==> src/tts_pkg.sv <==
// ============================================================================
// tts_pkg
// Shared types and constants of the tick task scheduler.
// ============================================================================
`timescale 1ns / 1ps
`default_nettype none

package tts_pkg;

    localparam int SLICE_W     = 16;
    localparam int TIME_W      = 48;
    localparam int TASK_ID_W   = 6;
    localparam int CPU_ID_W    = 2;
    localparam int HOME_W      = 3;
    localparam int STATE_W     = 2;
    localparam int IN_TDATA_W  = 112;
    localparam int OUT_TDATA_W = 16;

    localparam logic [SLICE_W-1:0] SLICE_RESET = 16'd100;

    typedef enum logic {
        CMD_ADD  = 1'b0,
        CMD_TICK = 1'b1
    } cmd_code_t;

    typedef enum logic [STATE_W-1:0] {
        ST_READY  = 2'd0,
        ST_SLEEP  = 2'd1,
        ST_DELETE = 2'd2,
        ST_RSVD   = 2'd3
    } task_state_t;

    typedef enum logic [3:0] {
        OP_NONE,
        OP_START,
        OP_ADD,
        OP_PUSH,
        OP_SCAN,
        OP_RL,
        OP_RG,
        OP_DECIDE,
        OP_HOME,
        OP_SLEEP,
        OP_PICK,
        OP_COMMIT,
        OP_EMIT
    } dp_op_t;

    typedef enum logic [2:0] {
        SRC_NONE,
        SRC_SLP_L,
        SRC_SLP_G,
        SRC_FIFO_L,
        SRC_FIFO_G
    } src_t;

    typedef struct packed {
        dp_op_t op;
    } dp_cmd_t;

    typedef struct packed {
        logic        is_tick;
        logic        cpu_ok;
        logic        task_ok;
        logic        work_done;
        logic        sw;
        logic        idle;
        task_state_t st;
        logic        out_busy;
    } dp_sts_t;

endpackage

`default_nettype wire

==> src/tts_ctrl.sv <==
// ============================================================================
// tts_ctrl
// Sequencer of the tick task scheduler: steps the datapath through one item.
// ============================================================================
`timescale 1ns / 1ps
`default_nettype none

module tts_ctrl
    import tts_pkg::*;
(
    input  wire logic    clk,
    input  wire logic    rst_n,
    input  wire logic    s_axis_tvalid,
    output logic         s_axis_tready,
    output dp_cmd_t      cmd,
    input  wire dp_sts_t sts
);

    typedef enum logic [3:0] {
        S_IDLE,
        S_CHECK,
        S_ADD,
        S_PUSH,
        S_SCAN,
        S_RL,
        S_RG,
        S_DECIDE,
        S_BRANCH,
        S_HOME,
        S_SLEEP,
        S_RESCAN,
        S_PICK,
        S_COMMIT,
        S_FINISH
    } state_t;

    state_t state_reg;
    state_t state_next;

    assign s_axis_tready = (state_reg == S_IDLE);

    always_comb
    begin
        state_next = state_reg;
        cmd.op     = OP_NONE;
        unique case (state_reg)
            S_IDLE:
            begin
                if (s_axis_tvalid)
                begin
                    cmd.op     = OP_START;
                    state_next = S_CHECK;
                end
            end
            S_CHECK:
            begin
                if (sts.is_tick)
                    state_next = sts.cpu_ok ? S_SCAN : S_FINISH;
                else
                    state_next = sts.task_ok ? S_ADD : S_FINISH;
            end
            S_ADD:
            begin
                cmd.op     = OP_ADD;
                state_next = S_PUSH;
            end
            S_PUSH:
            begin
                cmd.op     = OP_PUSH;
                state_next = sts.is_tick ? S_PICK : S_FINISH;
            end
            S_SCAN:
            begin
                cmd.op = OP_SCAN;
                if (sts.work_done)
                    state_next = S_RL;
            end
            S_RL:
            begin
                cmd.op     = OP_RL;
                state_next = S_RG;
            end
            S_RG:
            begin
                cmd.op     = OP_RG;
                state_next = S_DECIDE;
            end
            S_DECIDE:
            begin
                cmd.op     = OP_DECIDE;
                state_next = S_BRANCH;
            end
            S_BRANCH:
            begin
                if (!sts.sw)
                    state_next = S_FINISH;
                else if (sts.idle)
                    state_next = S_PICK;
                else if (sts.st == ST_READY)
                    state_next = S_HOME;
                else if (sts.st == ST_SLEEP)
                    state_next = S_SLEEP;
                else
                    state_next = S_PICK;
            end
            S_HOME:
            begin
                cmd.op     = OP_HOME;
                state_next = S_PUSH;
            end
            S_SLEEP:
            begin
                cmd.op     = OP_SLEEP;
                state_next = S_RESCAN;
            end
            S_RESCAN:
            begin
                cmd.op = OP_SCAN;
                if (sts.work_done)
                    state_next = S_PICK;
            end
            S_PICK:
            begin
                cmd.op     = OP_PICK;
                state_next = S_COMMIT;
            end
            S_COMMIT:
            begin
                cmd.op     = OP_COMMIT;
                state_next = S_FINISH;
            end
            S_FINISH:
            begin
                if (!sts.out_busy)
                begin
                    cmd.op     = OP_EMIT;
                    state_next = S_IDLE;
                end
            end
            default:
            begin
                state_next = S_IDLE;
            end
        endcase
    end

    always_ff @(posedge clk or negedge rst_n)
    begin
        if (!rst_n)
            state_reg <= S_IDLE;
        else
            state_reg <= state_next;
    end

endmodule

`default_nettype wire

==> config.mk <==
export PLATFORM = sky130hd
export DESIGN_NAME = tts_ctrl
export DESIGN_NICKNAME = d
export VERILOG_FILES = /design/src/tts_pkg.sv /design/src/tts_ctrl.sv
export SDC_FILE = /design/constraint.sdc
export NUM_CORES = 1
export LEC_CHECK = 0
export BUFFER_PORTS_ARGS = -buffer_cell sky130_fd_sc_hd__buf_2
export CORE_AREA = 8 8 45 47
export CTS_CLUSTER_DIAMETER = 100
export DETAILED_ROUTE_END_ITERATION = 10
export DIE_AREA = 0 0 53 55
export PLACE_DENSITY = 0.67
export SKIP_LAST_GASP = 1
export SLEW_MARGIN = 30
export SYNTH_ARGS = -nofsm -noshare
export SYNTH_HDL_FRONTEND = slang
export SYNTH_SLANG_ARGS = --single-unit
==> constraint.sdc <==
create_clock -name clk -period 1.39 [get_ports clk]
set_input_delay 0.2085 -clock clk [delete_from_list [all_inputs] [get_ports clk]]
set_output_delay 0.2085 -clock clk [all_outputs]
set_load 0.01 [all_outputs]
* Word-level counts from Yosys, hierarchy flattened
Cells that the tools add are included.
Word-level totals: bits in registers 4, input bits 12, output and inout port bits 5, logic and storage cells 41
Cells by class: equality and inequality tests 19, multiplexer cells 16, reduce and logical (&&, ||, !) cells 5
Operators by type and width (count):
- $pmux 4 s14 | 1
- $pmux 4 s12 | 1
- $mux 4 | 8
- $eq 4x4->1 const B | 7
- $eq 4x3->1 const B | 4
- $mux 3 | 4
- $eq 4x2->1 const B | 2
- $ne 2x2->1 const B | 4
- $eq 4x1->1 const B | 1
- $logic_not 4->1 | 1
- $reduce_and 4->1 | 1
- $reduce_or 2->1 | 2
- $eq 2x1->1 const B | 1
- $logic_not 2->1 | 1
- $mux 2 | 1
- $mux 1 | 1

* Logic depth before layout (Yosys ltp)
depth after elaboration 6, depth in mapped cells 6, gate-level depth less buffers 4

* Worst setup path before layout
Ideal clock, no wire load.
path kind register -> output, from register state_reg[1], to output s_axis_tready, arrival 1175 ps, data required time 1182 ps, path slack 6 ps, cell stages (with the launch flop) 4, path buffers 2, cells stage by stage dfrtp_1 -> buf_2 -> buf_2 -> nor4_1
On the way: word-level cells in the longest chain between the ends 1
Ends and longest elaborated chain:
- start, declared | line tts_ctrl.sv:37 | state_t state_reg;
- start signal, assigned | line tts_ctrl.sv:152 | state_reg <= state_next;
- $logic_not 4->1 | line tts_ctrl.sv:40 | assign s_axis_tready = (state_reg == S_IDLE);
- end, declared | line tts_ctrl.sv:14 | output logic s_axis_tready,
No other way between the ends.

==> results.txt <==
status: complete, but fails checks
failing checks: negative setup slack
Crit path max-delay family: flip-flops
Most Crowded Layer GR: met2
# DRC: 0
Global Route Usage Sum: 0.1375
Largest register FFs: 4
clock latency on the worst-skew pair: 0.24 ns
CP Capture Type: output port
Total Nets Final: 120
first-pass GRT wire length: 3077 µm
CP peak stage delay: 0.46 ns
post-synthesis register bit count: 4
vias in the first global route: 731
Distinct cells, synth: 34
antenna violations before repair: 0
Hold Vio Cnt, Final: 0
Finish-stage setup viols: 7
Final Non-Filler Cells: 122
Core Rows: 14
GPL Wtd Cong: 0.8528
drt pass-1 iters: 4
Die Area: 2915 µm²
DR iter-0 viols: 20
Hold WC Path Type: input pin to asynchronous set/reset pin
CTS clock-pin slew for the worst setup and hold paths: 0.04 ns
WL final: 2079 µm
Worst Path Required: 1.18 ns
IO Port Bufs: 16
Clock Skews: 0.005542 ns
area grow syn2layout: 65.82%
wire per inst: 17.04 µm
met1 Track Usage GR: 0.1453
Max Freq: 0.6397 GHz
total of max-cap violations: 0
num ports: 17
Arr. time, crit path: 1.35 ns
Max IR drop VDD: 1.133 mV
ys async rst share: 1.000
Num CTS Buffers: 3
Seq/Total Area, Yosys: 0.1848
Post-DP HPWL: 1215 µm
fin. max-slew vios: 0
Final period util: 1.125
TritonCTS clock tree: yes
Clock Path Buffers: 2
Synth Cell Area: 541.8 µm²
setup slack after layout: -0.1732 ns
Detail Route Antenna Nets: 0
antenna cells: 0
worst-path fanout max: 7
Filler Cell Count: 104
TNS Setup: -0.6994 ns
die height: 55 µm
Die Span X: 53 µm
leakage: 0.0003972 µW
Design Power: 2392 µW
H-tree level count: 1
grt met2 use: 0.2344
worst-margin pin slew: 0.3405 ns
Yosys Warn Count: 0
Tmin final: 1.563 ns
Slowest cell on crit path: dfrtp_2
Power per Cell Area: 2663 nW/µm²
Via-to-Cell Ratio: 5.926
RSZ-0062 raised after global routing: yes
Clk Tree Root Cell: clkbuf_4
initial core utilization: 0.3915
cell count after placement: 107
routed via count: 723
share of cells above drive strength 1: 0.6132
largest net degree at the start of global routing: 16
Post-synth EDFFs: 0
GR Util met3: 0.03209
syn nets: 84
WS Path Type: flop to output port
Startpoint Class: flop
Max-slew headroom: 0.7698
crit-path cells: and2b_2, nand2_2, o31ai_2, a21o_1, buf_2
cell taking the most area after synthesis: dfrtp_1
Synth Flop Type: dfrtp_1
top post-synthesis cells by area: dfrtp_1, a21oi_1, o21ai_0
top cell type's share of synthesized area: 0.1848
synthesized instance count: 72
Hold Worst Slack: 0.3014 ns
total core area: 1384 µm²
Mean Syn Cell Area: 7.525 µm²
Critical path buffers and inverters: 1
GR Overflow Total: 0
clk sinks: 4
-- power by group --
| part | switching (µW) | total [µW] | internal (µW) |
|---|---|---|---|
| Clock | 52.0 | 149 | 96.9 |
| Combinational | 972 | 1950 | 979 |
| Sequential | 101 | 293 | 191 |
| Total | 1120 | 2390 | 1270 |
-- kinds of logic after synthesis --
group / count (synthesis) / synth area share
flip-flops: 4 / 0.1848
AND/OR/NAND/NOR: 26 / 0.2633
buffers and inverters: 11 / 0.1224
AO/OA/AOI/OAI: 30 / 0.4111
multiplexers: 1 / 0.01848
-- per-stage QoR --
stage                     area (µm²)    util  setup slack (ns)
after detailed placement       681.9  0.4928           0.01558
final                          898.4  0.6492           -0.1732
after global placement         681.9  0.4928           0.03381
after floorplan                541.8       -          0.006142
after global routing           898.4  0.6492           -0.2034
after CTS                      825.8  0.5967           -0.1316
-- Yosys cell counts, drive strengths merged (2+ instances only) --
master / instances
nor4: 2
nand3: 5
o22ai: 2
a21oi: 6
and2b: 2
a211oi: 2
nor4b: 2
o21ai: 7
nand2: 7
nor2b: 2
dfrtp: 4
buf: 8
o31ai: 2
a21boi: 2
nor2: 4
o221ai: 2
inv: 3
-- placed cells by master, fill, tap and decap left out, types with 3 or more instances in the layout --
cell type  instances
buf_6              5
nand2_1            5
buf_4             16
buf_2             16
dfrtp_2            3
o21ai_1            3
clkbuf_4           3
a21oi_1            5
nand3_1            4
o21ai_0            3
-- metal layers --
metal	wire, µm	vias up
li1	-	340
met1	846	346
met2	1051	29
met3	121	8
met4	60	0
met5	0	-
-- worst register-to-register path, cell delays in order, from the launching register on --
cell	delay, ns
dfrtp_2	0.45
buf_6	0.14
buf_6	0.11
buf_6	0.11
nor4_4	0.15
a41oi_2	0.08
o221ai_2	0.22
o21ai_1	0.10
-- final cells by class --
cell class | count | area (µm²) | share of cell area
Multi-Input combinational cell | 57 | 454.2 | 0.5056
Timing Repair Buffer | 39 | 286.5 | 0.3189
Clock buffer | 3 | 22.52 | 0.02507
Sequential cell | 4 | 103.9 | 0.1156
Tap cell | 16 | 20.02 | 0.02228
Inverter | 3 | 11.26 | 0.01253
-- repair_timing --
item / in CTS / in global routing
pin swaps: 3 / 9
setup endpoints to repair: 6 / 9
buffers inserted: 10 / 2
hold buffers: 1 / 0
hold endpoints to repair: 4 / 0
resized for setup: 14 / 16
-- final timing paths --
check / depth (start not counted) / start / slack, ns / to
min in group clk: 4 / sts[4] / 0.35 / state_reg[2]
hold reg to reg: 2 / state_reg[1] / 0.68 / state_reg[2]
max in group asynchronous: 2 / rst_n / 0.95 / state_reg[0]
setup / recovery: 5 / state_reg[3] / -0.17 / cmd[2]
setup reg to reg: 7 / state_reg[2] / -0.10 / state_reg[0]
hold / removal: 2 / rst_n / 0.30 / state_reg[2]
Note: power is estimated with default switching activity, not from simulation.
